==> src/mkpm_pkg.sv <==
`default_nettype none
// ----------------------------------------------------------------------------
// mkpm_pkg
// Shared types and codes for the multi-keyword prefix matcher: request and
// result payloads, the command passed from front to back, and state codes.
// ----------------------------------------------------------------------------
package mkpm_pkg;

    localparam logic [1:0] OP_CLEAR = 2'd0;
    localparam logic [1:0] OP_LOAD  = 2'd1;
    localparam logic [1:0] OP_MATCH = 2'd2;

    localparam logic [1:0] STATUS_MATCHED   = 2'd0;
    localparam logic [1:0] STATUS_NO_MATCH  = 2'd1;
    localparam logic [1:0] STATUS_TOO_SHORT = 2'd2;
    localparam logic [1:0] STATUS_TOO_LONG  = 2'd3;

    localparam int QUEUE_DEPTH = 4;

    typedef struct packed {
        logic [1:0] operation;
        logic [7:0] byte_value;
        logic [4:0] keyword_index;
        logic       last_byte;
    } in_item_t;

    typedef struct packed {
        logic [1:0] status;
        logic [4:0] keyword_id;
        logic [6:0] match_length;
    } out_item_t;

    typedef enum logic [1:0] {
        CMD_CLEAR,
        CMD_MARK,
        CMD_REFUSE,
        CMD_MATCH
    } cmd_kind_t;

    typedef struct packed {
        cmd_kind_t  kind;
        logic [6:0] position;
        logic [7:0] byte_value;
        logic [4:0] keyword_index;
        logic       last_byte;
        logic       fold;
    } cmd_t;

    typedef enum logic [2:0] {
        ST_INIT,
        ST_IDLE,
        ST_CLEAR,
        ST_MARK_WR,
        ST_ALT_WR,
        ST_MATCH_EVAL,
        ST_REFUSE
    } back_state_t;

endpackage
`default_nettype wire

==> src/mkpm_queue.sv <==
`default_nettype none
// ----------------------------------------------------------------------------
// mkpm_queue
// Short command queue between the front and back ends.
// ----------------------------------------------------------------------------
module mkpm_queue (
    input  wire logic           clk,
    input  wire logic           rst_n,
    input  wire logic           push_valid,
    input  wire mkpm_pkg::cmd_t push_data,
    output logic                push_ready,
    output logic                pop_valid,
    output mkpm_pkg::cmd_t      pop_data,
    input  wire logic           pop
);
    import mkpm_pkg::*;

    localparam int PTR_W = (QUEUE_DEPTH > 1) ? $clog2(QUEUE_DEPTH) : 1;
    localparam int CNT_W = $clog2(QUEUE_DEPTH + 1);

    cmd_t             slot_reg [QUEUE_DEPTH];
    logic [PTR_W-1:0] wr_ptr_reg, rd_ptr_reg;
    logic [CNT_W-1:0] count_reg;
    logic             do_push, do_pop;

    assign push_ready = count_reg != CNT_W'(QUEUE_DEPTH);
    assign pop_valid  = count_reg != '0;
    assign pop_data   = slot_reg[rd_ptr_reg];
    assign do_push    = push_valid && push_ready;
    assign do_pop     = pop && pop_valid;

    always_ff @(posedge clk)
    begin
        if (do_push)
        begin
            slot_reg[wr_ptr_reg] <= push_data;
        end
    end

    always_ff @(posedge clk or negedge rst_n)
    begin
        if (!rst_n)
        begin
            wr_ptr_reg <= '0;
            rd_ptr_reg <= '0;
            count_reg  <= '0;
        end
        else
        begin
            if (do_push)
            begin
                wr_ptr_reg <= (wr_ptr_reg == PTR_W'(QUEUE_DEPTH - 1)) ? '0
                                                                      : wr_ptr_reg + PTR_W'(1);
            end
            if (do_pop)
            begin
                rd_ptr_reg <= (rd_ptr_reg == PTR_W'(QUEUE_DEPTH - 1)) ? '0
                                                                      : rd_ptr_reg + PTR_W'(1);
            end
            if (do_push && !do_pop)
            begin
                count_reg <= count_reg + CNT_W'(1);
            end
            else if (do_pop && !do_push)
            begin
                count_reg <= count_reg - CNT_W'(1);
            end
        end
    end

endmodule
`default_nettype wire

==> config.mk <==
export PLATFORM = sky130hd
export DESIGN_NAME = mkpm_queue
export DESIGN_NICKNAME = d
export VERILOG_FILES = /design/src/mkpm_pkg.sv /design/src/mkpm_queue.sv
export SDC_FILE = /design/constraint.sdc
export NUM_CORES = 1
export LEC_CHECK = 0
export BUFFER_PORTS_ARGS = -buffer_cell sky130_fd_sc_hd__buf_4
export CORE_UTILIZATION = 56
export DETAILED_ROUTE_END_ITERATION = 16
export GPL_TIMING_DRIVEN = 0
export PLACE_DENSITY = 0.89
export SLEW_MARGIN = 20
export SYNTH_ARGS = -nofsm -noshare
export SYNTH_HDL_FRONTEND = slang
export SYNTH_SLANG_ARGS = --single-unit
==> constraint.sdc <==
create_clock -name clk -period 2.3 [get_ports clk]
set_input_delay 0.46 -clock clk [delete_from_list [all_inputs] [get_ports clk]]
set_output_delay 0.46 -clock clk [all_outputs]
set_load 0.05 [all_outputs]
Yosys cells after proc, flatten, opt, wreduce, memory -nomap -nowiden. Memory sizes are Yosys's and may differ from the RTL's. Cells that the tools add are included.

Output and inout port bits: 26. Memories: 1. Register bits after elaboration: 7. Bits of input ports: 28. Memory bits (read-only): 0. Logic and storage cells: 25. Latch bits: 0. Bits in writable memories: 96.

Reduce and logical (&&, ||, !) cells: 8. Div/mod/pow operators: 0. Add/subtract/negate cells: 4. Bitwise gates (word level): 0. Shifts and indexed selects: 0. Multiplexer cells: 6. Order comparisons: 0. Equality and inequality tests: 3. $mul: 0.

Memories: slot_reg (depth 4, bits a word 24, rd ports 1, clocked after Yosys merged registers in 0, wr ports 1, RTL line mkpm_queue.sv:21) `cmd_t slot_reg [QUEUE_DEPTH];`.

Operator list (count): 3-bit 2-to-1 mux (2); 2-bit by 1-bit adder with 2-bit output (second input constant) (2); 2-bit equality test (second input constant) (2); 1-bit logical AND (4); 2-bit 2-to-1 mux (2); 3-bit by 1-bit adder with 3-bit output (second input constant) (1); 3-bit != test (second input constant) (1); 3-bit nonzero test (1); 3-bit by 1-bit subtractor with 3-bit output (second input constant) (1); 1-bit zero test (2); 1-bit 2-to-1 mux (2); 2-bit nonzero test (1).

Logic depth before layout (Yosys ltp).
Word-level depth: 6. Mapped depth: 8. Depth with buffers taken out: 8.

Worst setup path before layout. OpenSTA, ideal clock, no wires.

Kind: reg2reg. Start point: register count_reg[1]. End point: register count_reg[2]. Path slack: 246 ps. Setup time: 79 ps. Clock period less this slack: 2054 ps. Path buffers: 0. Required time: 2221 ps. Cell stages (with the launch flop): 9. Data arrival time: 1975 ps. Path through: dfrtp_1 -> or3_4 -> nand2_2 -> ha_1 -> inv_1 -> fa_1 -> xor2_1 -> nor2_1 -> xor2_1.

Word-level cells in the longest chain between the ends: 5. Elaborated cells between the ends (all ways): 13. Those cells by class: add/sub (2); eq/ne (1); mux (2); reduce/logical (8).

RTL lines: from (decl) (RTL line mkpm_queue.sv:23) `logic [CNT_W-1:0] count_reg;`; from (signal assigned) (RTL line mkpm_queue.sv:62) `count_reg <= count_reg + CNT_W'(1);`; from (signal assigned) (RTL line mkpm_queue.sv:66) `count_reg <= count_reg - CNT_W'(1);`; 3-bit nonzero test (*) (RTL line mkpm_queue.sv:27) `assign pop_valid = count_reg != '0;`; named net pop_valid (RTL line mkpm_queue.sv:12) `output logic pop_valid,`; 1-bit logical AND (*) (RTL line mkpm_queue.sv:30) `assign do_pop = pop && pop_valid;`; 1-bit zero test (RTL line mkpm_queue.sv:60) `if (do_push && !do_pop)`; 1-bit logical AND (RTL line mkpm_queue.sv:60); 3-bit 2-to-1 mux / 2-bit nonzero test (equally long branches).

The timed path passes the listed nets; every way through them passes the cells marked *. The select of a mux whose other input is x is not followed. A chain may end at the register's enable or synchronous reset.

==> impl_results.md <==
* PD cells at 1420 nW/µm²
* GRT Total Usage at 0.173
* Worst Hold End: slot_reg[1][10]$_DFFE_PP_
* Vias after detailed routing at around 1800
* Most frequent cells in the layout: edfxtp_1, buf_4, mux4_2
* Fmax at 0.449 GHz
* Register area at ~3000 µm²
* Core area at 6790 µm²
* Sink Count at between 100 and 150
* Remaining global-route overflow at 0
* Die X at about 86 µm
* Worst EP required at 1840 ps
* Drt total wl at between 5 and 6 mm
* Layout Nets at 263
* Worst Tran Pin Value at 652 ps
* Worst slew margin at 0.565
* Site Rows at 30
* Avg Cell Area, Syn at 24.2 µm²
* Synthesized flop and latch total at between 100 and 150
* Maximum number of pins on one net before global-route repair at 25
* Hold Path Depth at 1
* Setup TNS at 0 ps
* Fill cell count at 425
* Vias in the first global route at about 1800
* Worst-Skew Late Latency at around 340 ps
* Critical-path cell list: buf_6, buf_12, mux4_2, buf_4
* Reg2reg path depth at 8
* 1st-iter DRT viols at 127
* CTS tree: done
* Most common cell after layout, fill and taps aside: edfxtp_1
* First-pass GRT wire length at between 9 and 10 mm
* Synth Instances at 163
* Placed cell count at 312
* Terminus of the critical flop-to-flop path: count_reg[2]$_DFFE_PN0P_
* Worst vdd ir at 0.778 mV
* I/O pin count at 54
* Die footprint at roughly 7400 µm²
* RSZ-0062 raised after global routing: false
* Status: finished, final reports clean
* Synth cell types at 19
* # H-tree levels at 3
* Drt wl/cell at 18.2 µm
* Hold Violations, Final at 0
* Post_cts resized at 0
* CP max FO at 10
* LEAKAGE at about 1.7 nW
* # setup viols final at 0
* Arrival time at the worst endpoint at 1770 ps
* Reg2reg setup slack at 190 ps
* Max-Cap Viols at 0
* Final slew viol count at 0
* Dpl ws at 233 ps
* CP delay by family, top: buffers and inverters
* Layout cell share with drive strength beyond 1 at 0.446
* WP buf/inv at 3
* Tmin final at about 2200 ps
* Clk slew on worst S/H paths at 90 ps
* Clk buf depth at 2
* Endpoint class of the critical path: output port
* Min-Delay Path Class: input pin to flip-flop
* Placed wire-length estimate at 3.93 mm
* TritonCTS Buffers at 9
* Hold_sp: push_data[10]
* Syn Std Cell Area at between 3000 and 4000 µm²
* Largest register FFs at 96
* Startpoint types: flip-flop
* Slowest stage delay, CP at 510 ps
* Final Skew at slightly below 10 ps
* Multi-input logic area at 818 µm²
* Final WS setup at between 70 and 80 ps
* Antenna viol nets, final at 0
* RePlAce Congestion at 0.670
* Worst path slowest cell: mux4_2
* Post-CTS setup buffer count at 0
* WS Path Type: flip-flop to output port
* Post-synth net total at 198
* Initial antenna violation count at 0
* DRC at 0
* Final Cycle Share at 0.968
* Synth Warn # at 0
* Post-synthesis sequential area ratio at 0.774
* Yosys top cell by area: edfxtp_1
* Clk root buf: clkbuf_8
* Area contributors post-synth: edfxtp_1, mux4_2, dfrtp_1
* Starting Density at 0.581
* # diodes at 0
* Synth top area share at 0.730
* Port buffer count at 53
* Pre-antenna DRT Iters at 5
* P&R area growth vs syn at 18.4%
* Vias per std cell at 5.43
* Crit Reg-Reg Startpoint: count_reg[1]$_DFFE_PN0P_
* Fin cells at 329
* Die H at roughly 86 µm
layer usage:
metal  vias to the layer above  global-route usage  routed length (µm)  share of wire
met4                         0              0.0773                  96          0.016
met3                        16              0.0375                 327          0.055
met5                         -                   0                   0              0
met1                       895               0.231                2610           0.44
li1                        807                   -                   -              -
met2                        69               0.279                2950           0.49
per-stage QoR:
stage	util	hold slack [ps]	power [W]	instance area, µm²
floorplan	-	164	0.00484	3950
global placement	0.657	278	0.00555	4470
detailed placement	0.658	282	0.00562	4470
CTS	0.688	292	0.00669	4680
global route	0.688	293	0.00690	4680
finish	0.688	310	0.00663	4680
report_power, final:
part | switching, W | internal (W) | leakage [nW]
Combinational | 0.00183 | 0.00109 | 0.601
Sequential | 0.000137 | 0.00249 | 0.962
Clock | 0.000576 | 0.000505 | 0.0985
final cells by class:
class                   instances  area share
plain buffers                   6      0.0142
clock buffers                   9      0.0265
clock inverters                 7      0.0152
inverters                       3     0.00241
multi-input cells              51       0.175
flip-flops and latches        103       0.654
well taps                      96      0.0257
repair buffers                 54      0.0872
cells in the mapped netlist:
cell	n
dfrtp_1	7
ha_1	6
nor2_1	4
and2_1	4
buf_2	3
edfxtp_1	96
mux2_2	5
nand2_1	1
buf_6	1
mux4_1	6
buf_12	2
fa_1	1
mux4_2	18
xnor2_1	1
a21boi_2	1
xor2_1	2
inv_1	3
nand2_2	1
or3_4	1
worst reg2reg max path: cells and delay by family (launching register included):
kind | cells | cell delay (ps)
adder cells (fa/ha/maj) | 2 | 560
AND/OR/NAND/NOR | 3 | 650
XOR/XNOR | 2 | 310
flip-flops | 1 | 440
buffers and inverters | 1 | 60
worst max-delay path by stage:
stage                                   start                       end  slack, ps  cells past startpoint
floorplan            count_reg[1]$_DFFE_PN0P_  count_reg[2]$_DFFE_PN0P_        250                      8
global placement                   push_valid  slot_reg[1][9]$_DFFE_PP_         50                      3
detailed placement   count_reg[0]$_DFFE_PN0P_  count_reg[2]$_DFFE_PN0P_        230                      8
CTS                 rd_ptr_reg[0]$_DFFE_PN0P_               pop_data[4]         50                      4
global route        rd_ptr_reg[1]$_DFFE_PN0P_               pop_data[4]          4                      4
finish              rd_ptr_reg[0]$_DFFE_PN0P_              pop_data[23]         70                      4
logic make-up (layout without fill, tap and decap cells):
kind of cell | Yosys count | in the layout | synth area share
flip-flops | 103 | 103 | 0.774
XOR/XNOR | 3 | 3 | 0.00666
AND/OR/NAND/NOR | 11 | 11 | 0.0155
adder cells (fa/ha/maj) | 7 | 7 | 0.0241
buffers and inverters | 9 | 79 | 0.0196
AO/OA/AOI/OAI | 1 | 1 | 0.00285
multiplexers | 29 | 29 | 0.157
timing repair:
item | in CTS | in global routing
setup endpoints to repair | 0 | 0
hold buffers | 1 | 0
hold endpoints to repair | 7 | 0
(Power assumes the default switching activity.)
