### config.mk
export PLATFORM = sky130hd
export DESIGN_NAME = mkpm_front
export DESIGN_NICKNAME = d
export VERILOG_FILES = /design/src/mkpm_pkg.sv /design/src/mkpm_front.sv
export SDC_FILE = /design/constraint.sdc
export NUM_CORES = 1
export LEC_CHECK = 0
export BUFFER_PORTS_ARGS = -buffer_cell sky130_fd_sc_hd__buf_4
export CAP_MARGIN = 10
export CORE_AREA = 2 2 43 45
export CTS_BUF_LIST = sky130_fd_sc_hd__clkbuf_8
export DETAILED_ROUTE_END_ITERATION = 10
export DIE_AREA = 0 0 45 47
export PLACE_DENSITY = 0.82
export SYNTH_ARGS = -nofsm -noshare
export SYNTH_HDL_FRONTEND = slang
export SYNTH_SLANG_ARGS = --single-unit
### constraint.sdc
create_clock -name clk -period 1.8 [get_ports clk]
set_clock_uncertainty 0.2 [all_clocks]
set_input_delay 0.36 -clock clk [delete_from_list [all_inputs] [get_ports clk]]
set_output_delay 0.36 -clock clk [all_outputs]
set_load 0.05 [all_outputs]
### src/mkpm_pkg.sv
`default_nettype none
// ----------------------------------------------------------------------------
// mkpm_pkg
// Shared types and codes for the multi-keyword prefix matcher: request and
// result payloads, the command passed from front to back, and state codes.
// ----------------------------------------------------------------------------
package mkpm_pkg;

    localparam logic [1:0] OP_CLEAR = 2'd0;
    localparam logic [1:0] OP_LOAD  = 2'd1;
    localparam logic [1:0] OP_MATCH = 2'd2;

    localparam logic [1:0] STATUS_MATCHED   = 2'd0;
    localparam logic [1:0] STATUS_NO_MATCH  = 2'd1;
    localparam logic [1:0] STATUS_TOO_SHORT = 2'd2;
    localparam logic [1:0] STATUS_TOO_LONG  = 2'd3;

    localparam int QUEUE_DEPTH = 4;

    typedef struct packed {
        logic [1:0] operation;
        logic [7:0] byte_value;
        logic [4:0] keyword_index;
        logic       last_byte;
    } in_item_t;

    typedef struct packed {
        logic [1:0] status;
        logic [4:0] keyword_id;
        logic [6:0] match_length;
    } out_item_t;

    typedef enum logic [1:0] {
        CMD_CLEAR,
        CMD_MARK,
        CMD_REFUSE,
        CMD_MATCH
    } cmd_kind_t;

    typedef struct packed {
        cmd_kind_t  kind;
        logic [6:0] position;
        logic [7:0] byte_value;
        logic [4:0] keyword_index;
        logic       last_byte;
        logic       fold;
    } cmd_t;

    typedef enum logic [2:0] {
        ST_INIT,
        ST_IDLE,
        ST_CLEAR,
        ST_MARK_WR,
        ST_ALT_WR,
        ST_MATCH_EVAL,
        ST_REFUSE
    } back_state_t;

endpackage
`default_nettype wire

### src/mkpm_front.sv
`default_nettype none
// ----------------------------------------------------------------------------
// mkpm_front
// Accepts requests, holds the case register and the keyword load position,
// and turns each request into a command for the back end or drops it.
// ----------------------------------------------------------------------------
module mkpm_front #(
    parameter int MAX_LEN      = 8,
    parameter int NUM_KEYWORDS = 32
) (
    input  wire logic              clk,
    input  wire logic              rst_n,
    input  wire logic              in_valid,
    output logic                   in_stall,
    input  wire mkpm_pkg::in_item_t in_data,
    input  wire logic              cfg_valid,
    output logic                   cfg_ready,
    input  wire logic              cfg_data,
    input  wire logic              init_done,
    output logic                   push_valid,
    output mkpm_pkg::cmd_t         push_data,
    input  wire logic              push_ready
);
    import mkpm_pkg::*;

    logic       case_sensitive_reg;
    logic [6:0] load_pos_reg, load_pos_next;
    logic       overflow_reg, overflow_next;
    logic       accept;
    logic       kw_in_range;
    logic       is_letter;

    assign cfg_ready = 1'b1;
    assign in_stall  = !init_done || !push_ready;
    assign accept    = in_valid && !in_stall;

    assign kw_in_range = {1'b0, in_data.keyword_index} < 6'(NUM_KEYWORDS);
    assign is_letter   = (in_data.byte_value >= 8'h61 && in_data.byte_value <= 8'h7a)
                      || (in_data.byte_value >= 8'h41 && in_data.byte_value <= 8'h5a);

    always_comb
    begin
        load_pos_next           = load_pos_reg;
        overflow_next           = overflow_reg;
        push_valid              = 1'b0;
        push_data.kind          = CMD_MATCH;
        push_data.position      = load_pos_reg;
        push_data.byte_value    = in_data.byte_value;
        push_data.keyword_index = in_data.keyword_index;
        push_data.last_byte     = in_data.last_byte;
        push_data.fold          = !case_sensitive_reg && is_letter;
        if (accept)
        begin
            case (in_data.operation)
                OP_CLEAR:
                begin
                    load_pos_next  = 7'd0;
                    overflow_next  = 1'b0;
                    push_valid     = 1'b1;
                    push_data.kind = CMD_CLEAR;
                end
                OP_LOAD:
                begin
                    if (kw_in_range)
                    begin
                        if (overflow_reg || load_pos_reg >= 7'(MAX_LEN))
                        begin
                            overflow_next = 1'b1;
                            if (in_data.last_byte)
                            begin
                                load_pos_next  = 7'd0;
                                overflow_next  = 1'b0;
                                push_valid     = 1'b1;
                                push_data.kind = CMD_REFUSE;
                            end
                        end
                        else
                        begin
                            push_valid     = 1'b1;
                            push_data.kind = CMD_MARK;
                            if (in_data.last_byte)
                            begin
                                load_pos_next = 7'd0;
                                overflow_next = 1'b0;
                            end
                            else
                            begin
                                load_pos_next = load_pos_reg + 7'd1;
                            end
                        end
                    end
                end
                OP_MATCH:
                begin
                    push_valid     = 1'b1;
                    push_data.kind = CMD_MATCH;
                end
                default:
                begin
                    push_valid = 1'b0;
                end
            endcase
        end
    end

    always_ff @(posedge clk or negedge rst_n)
    begin
        if (!rst_n)
        begin
            case_sensitive_reg <= 1'b1;
            load_pos_reg       <= 7'd0;
            overflow_reg       <= 1'b0;
        end
        else
        begin
            if (cfg_valid && cfg_ready)
            begin
                case_sensitive_reg <= cfg_data;
            end
            load_pos_reg <= load_pos_next;
            overflow_reg <= overflow_next;
        end
    end

endmodule
`default_nettype wire

---- Word level (Yosys, flattened, before mapping) ----
Cells that the tools add are included.
word-level totals
  flip-flop bits (word level) ............. 9
  bits of input ports ..................... 23
  logic and storage cells ................. 45
operators by class
  add/subtract/negate cells ............... 1
  order comparisons ....................... 5
  equality and inequality tests ........... 4
  mux-type cells .......................... 16
  reduce and logical (&&, ||, !) cells .... 16
operators by type and width
  cell                                                                count
  two-way mux 7 bit                                                   3
  greater-or-equal comparator 8 x 7 -> 1 bit (second input constant)  2
  less-or-equal comparator 8 x 7 -> 1 bit (second input constant)     2
  case mux 7 bit (2 select lines)                                     1
  adder 7 x 1 -> 7 bit (second input constant)                        1
  greater-or-equal comparator 7 x 4 -> 1 bit (second input constant)  1
  two-way mux 1 bit                                                   7
  != test 3 bit (second input constant)                               2
  AND reduction 3 bit                                                 2
  logical AND 1 bit                                                   4
  zero test 1 bit                                                     4
  two-way mux 2 bit                                                   2
  case mux 1 bit (2 select lines)                                     2
  case mux 2 bit (2 select lines)                                     1
  logical OR 1 bit                                                    3
  == test 2 x 1 -> 1 bit (second input constant)                      1
  == test 2 bit (second input constant)                               1
  zero test 2 bit                                                     1
  nonzero test 2 bit                                                  1
  OR reduction 2 bit                                                  1

---- Depth between registers and ports, before layout ----
  depth in word-level cells ............... 5
  gate-level depth with buffers ........... 4
  gate-level depth less buffers ........... 4

---- Worst setup path before layout ----
Ideal clock, no wire load.
  path type ............................... register to output
  start point ............................. register load_pos_reg[5]
  end point ............................... output push_valid
  arrival time ............................ 2246 ps
  data required time ...................... 1240 ps
  setup slack ............................. -1006 ps
  cell stages (with the launch flop) ...... 4
  buffers on the path ..................... 0
  path through ............................ dfrtp_1 -> nor3_1 -> nand2_1 -> a221oi_1
between the ends
  longest elaborated chain between the ends .. 5
ends and longest elaborated chain
  element                                     line               text
  start, declared                             mkpm_front.sv:27   logic [6:0] load_pos_reg, load_pos_next;
  start signal, assigned                      mkpm_front.sv:120  load_pos_reg <= load_pos_next;
  greater-or-equal comparator 7 x 4 -> 1 bit  mkpm_front.sv:66   if (overflow_reg || load_pos_reg >= 7'(MAX_LEN))
  logical OR 1 bit                            mkpm_front.sv:66
  two-way mux 1 bit                           mkpm_front.sv:66
  case mux 1 bit (2 select lines)             mkpm_front.sv:54   case (in_data.operation)
  two-way mux 1 bit                           mkpm_front.sv:52   if (accept)
  end, declared                               mkpm_front.sv:20   output logic push_valid,
No other way between the ends.

---- Worst setup path after layout ----
Same ends and word-level chain as after synthesis.

==> impl_metrics.yaml <==
outcome:
  outcome: "finished with violations"
  failed_checks: "setup timing"
route:
  wl_met3_um: 154
  drt_iter0_markers: 8
  routed_via_density: 5.04
  vias: 620
  top_layer: "met4"
  dr.pass1.iters: 4
  wl_per_cell_um: 13.2
  wirelength_mm: 1.62
  met1_length_um: 543
  ant_nets: 0
  drc_errors: 0
  route.met2.wl_um: 914
floorplan:
  die_h_um: 47
  initial_utilization: 0.373
  die_w_um: 45
  boundaryPins: 50
  fp.coreArea_sq_um: 1650
  fp-row-count: 15
  fp.dieArea_sq_um: 2120
clocking:
  ctsRootBufferMaster: "clkbuf_8"
  cts_buffer_depth: 2
  cts_sinks: 9
  clock_latency_ps: 230
  numCtsBuffers: 3
  tritoncts: "yes"
  path_clk_slew_ps: 50
  htree_levels: 1
global_route:
  grt_start_max_net_pins: 10
  grt_pass1_wl_mm: 2.33
  grtUsageTotal: 0.157
  antenna_found_initial: 0
  grt.overflow.total: 0
  grt_pass1_vias: 570
finish:
  n_antenna_cell: 0
  drive_gt1_frac: 0.632
  num-nets-final: 132
  largest_register_ffs: 7
  final_common_cell: "buf_4"
  final_cell_mix: "buf_4 (41), nand2_1 (5), nor2_1 (5), buf_6 (5)"
  syn_to_final_growth_pct: 69.0
  stdcell_count: 123
synth:
  ys_ff_latch: 9
  synth_top_area_cell: "dfrtp_1"
  synth_nets: 94
  yosysUniqueCellTypes: 27
  synth_area_leaders: "dfrtp_1 (32%), buf_4 (18%), dfstp_2 (4.3%)"
  syn_avg_cell_area_sq_um: 8.94
  netlist_area_sq_um: 617
  yosysTopAreaCellShare: 0.325
  yosys_warnings: 0
  synthCells: 69
  seq_area_frac_synth: 0.367
pwr:
  p_leak_uw: 0.000524
  ir_drop_mv: 0.644
  total_power_uw: 716
  power.density_nw_per_um2: 687
worst_setup_path:
  crit_type: "reg -> out"
  critPathMaxFanout: 4
  cp-start-kind: "flip-flop"
  worstPathArrival_ps: 1430
  slowest_delay_ps: 420
  worstPathCellList: "nor3_4 > nand2_2 > a221oi_4 > buf_6"
  crit_path_end_kind: "primary output"
  required_ps: 1240
  slowest_stage: "dfrtp_2"
place:
  dp.cells: 116
  port_buffers: 36
  gp_congestion: 0.836
  post-dp-hpwl_mm: 1.20
sta:
  min_period_over_period: 1.10
  max_freq_mhz: 503
  rsz0062_at_grt: "true"
  slew_viol_final: 0
  setup_ws_ps: -187
  finalHoldViolCount: 0
  finalWorstPathRequiredPeriod_ps: 1990
  finalSetupViolations: 4
run:
  maxCapViolations: 0
hold_path:
  min_path_type: "in -> reg"
## synthesized netlist by cell type
cell and instances:
and2_1 1, dfrtp_1 8, a31oi_1 1, o21ai_1 1
dfstp_2 1, and3_1 2, nor2b_1 4, or4_1 1
o22ai_1 1, nor2_1 5, mux2_2 1, ha_1 2
nor4b_1 1, nor2_4 1, nand3_1 2, or3b_4 1
a21o_1 2, nand4b_1 1, o311ai_1 1, nand2_1 7
a21oi_1 2, inv_1 3, conb_1 1, a32o_1 1
buf_4 15, a221oi_1 1, nor3_1 2
## routing by layer
metal | up-vias | global-route usage
met4 | 0 | 0.0412
met2 | 28 | 0.311
li1 | 294 | -
met3 | 3 | 0.0654
met5 | - | 0
met1 | 295 | 0.147
## worst paths after layout
check                           cells past startpoint                 end  slack, ps            start
worst max register to register                      5     load_pos_reg[1]        190  load_pos_reg[5]
worst min-delay path                                2  case_sensitive_reg        160         cfg_data
min in group asynchronous                           2        overflow_reg        280            rst_n
worst min register to register                      2        overflow_reg        310     overflow_reg
max in group asynchronous                           2  case_sensitive_reg        910            rst_n
worst max-delay path                                4          push_valid       -190  load_pos_reg[5]
## final cells by class
type / instances / area [sq um]
Clock inverter: 1 / 3.75
Tap cell: 17 / 21.3
Multi-Input combinational cell: 42 / 344
Timing Repair Buffer: 48 / 389
Sequential cell: 9 / 231
Clock buffer: 3 / 41.3
Fill cell: 141 / 609
Inverter: 3 / 11.3
## stage by stage
stage	setup slack (ps)	util	hold slack [ps]	TNS [ps]	cell area (sq um)
finish	-187	0.631	163	-476	1040
floorplan	-258	-	-136	-258	664
global route	-253	0.631	171	-716	1040
global placement	-234	0.552	-14.6	-373	911
CTS	-158	0.627	160	-401	1030
detailed placement	-249	0.552	-10.6	-448	911
## worst max-delay path: cells and delay by family, from the launching register on
kind / cells / cell delay (ps)
AND/OR/NAND/NOR: 2 / 340
buffers and inverters: 1 / 190
flip-flops: 1 / 420
AO/OA/AOI/OAI: 1 / 240
## power breakdown
group	switching [uW]	internal (uW)
combinational	163	92.9
sequential	14.4	221
clock	76.8	148
total	254	462
## what timing repair did
item | 4_1_cts | 5_1_grt
gates resized for setup | 14 | 0
buffers inserted | 1 | 1
hold endpoints to repair | 9 | 0
pin swaps | 6 | 1
hold buffers | 1 | 0
setup endpoints to repair | 4 | 4
## kinds of logic (layout without fill, tap and decap cells)
group                    after synthesis  in the layout  share of synthesized area
AO/OA/AOI/OAI                         10             10                      0.114
adder cells (fa/ha/maj)                2              2                     0.0406
buffers and inverters                 18             55                      0.201
flip-flops                             9              9                      0.367
multiplexers                           1              1                     0.0183
other                                  1              1                    0.00608
AND/OR/NAND/NOR                       28             28                      0.254
Note: power is estimated with default switching activity, not from simulation.
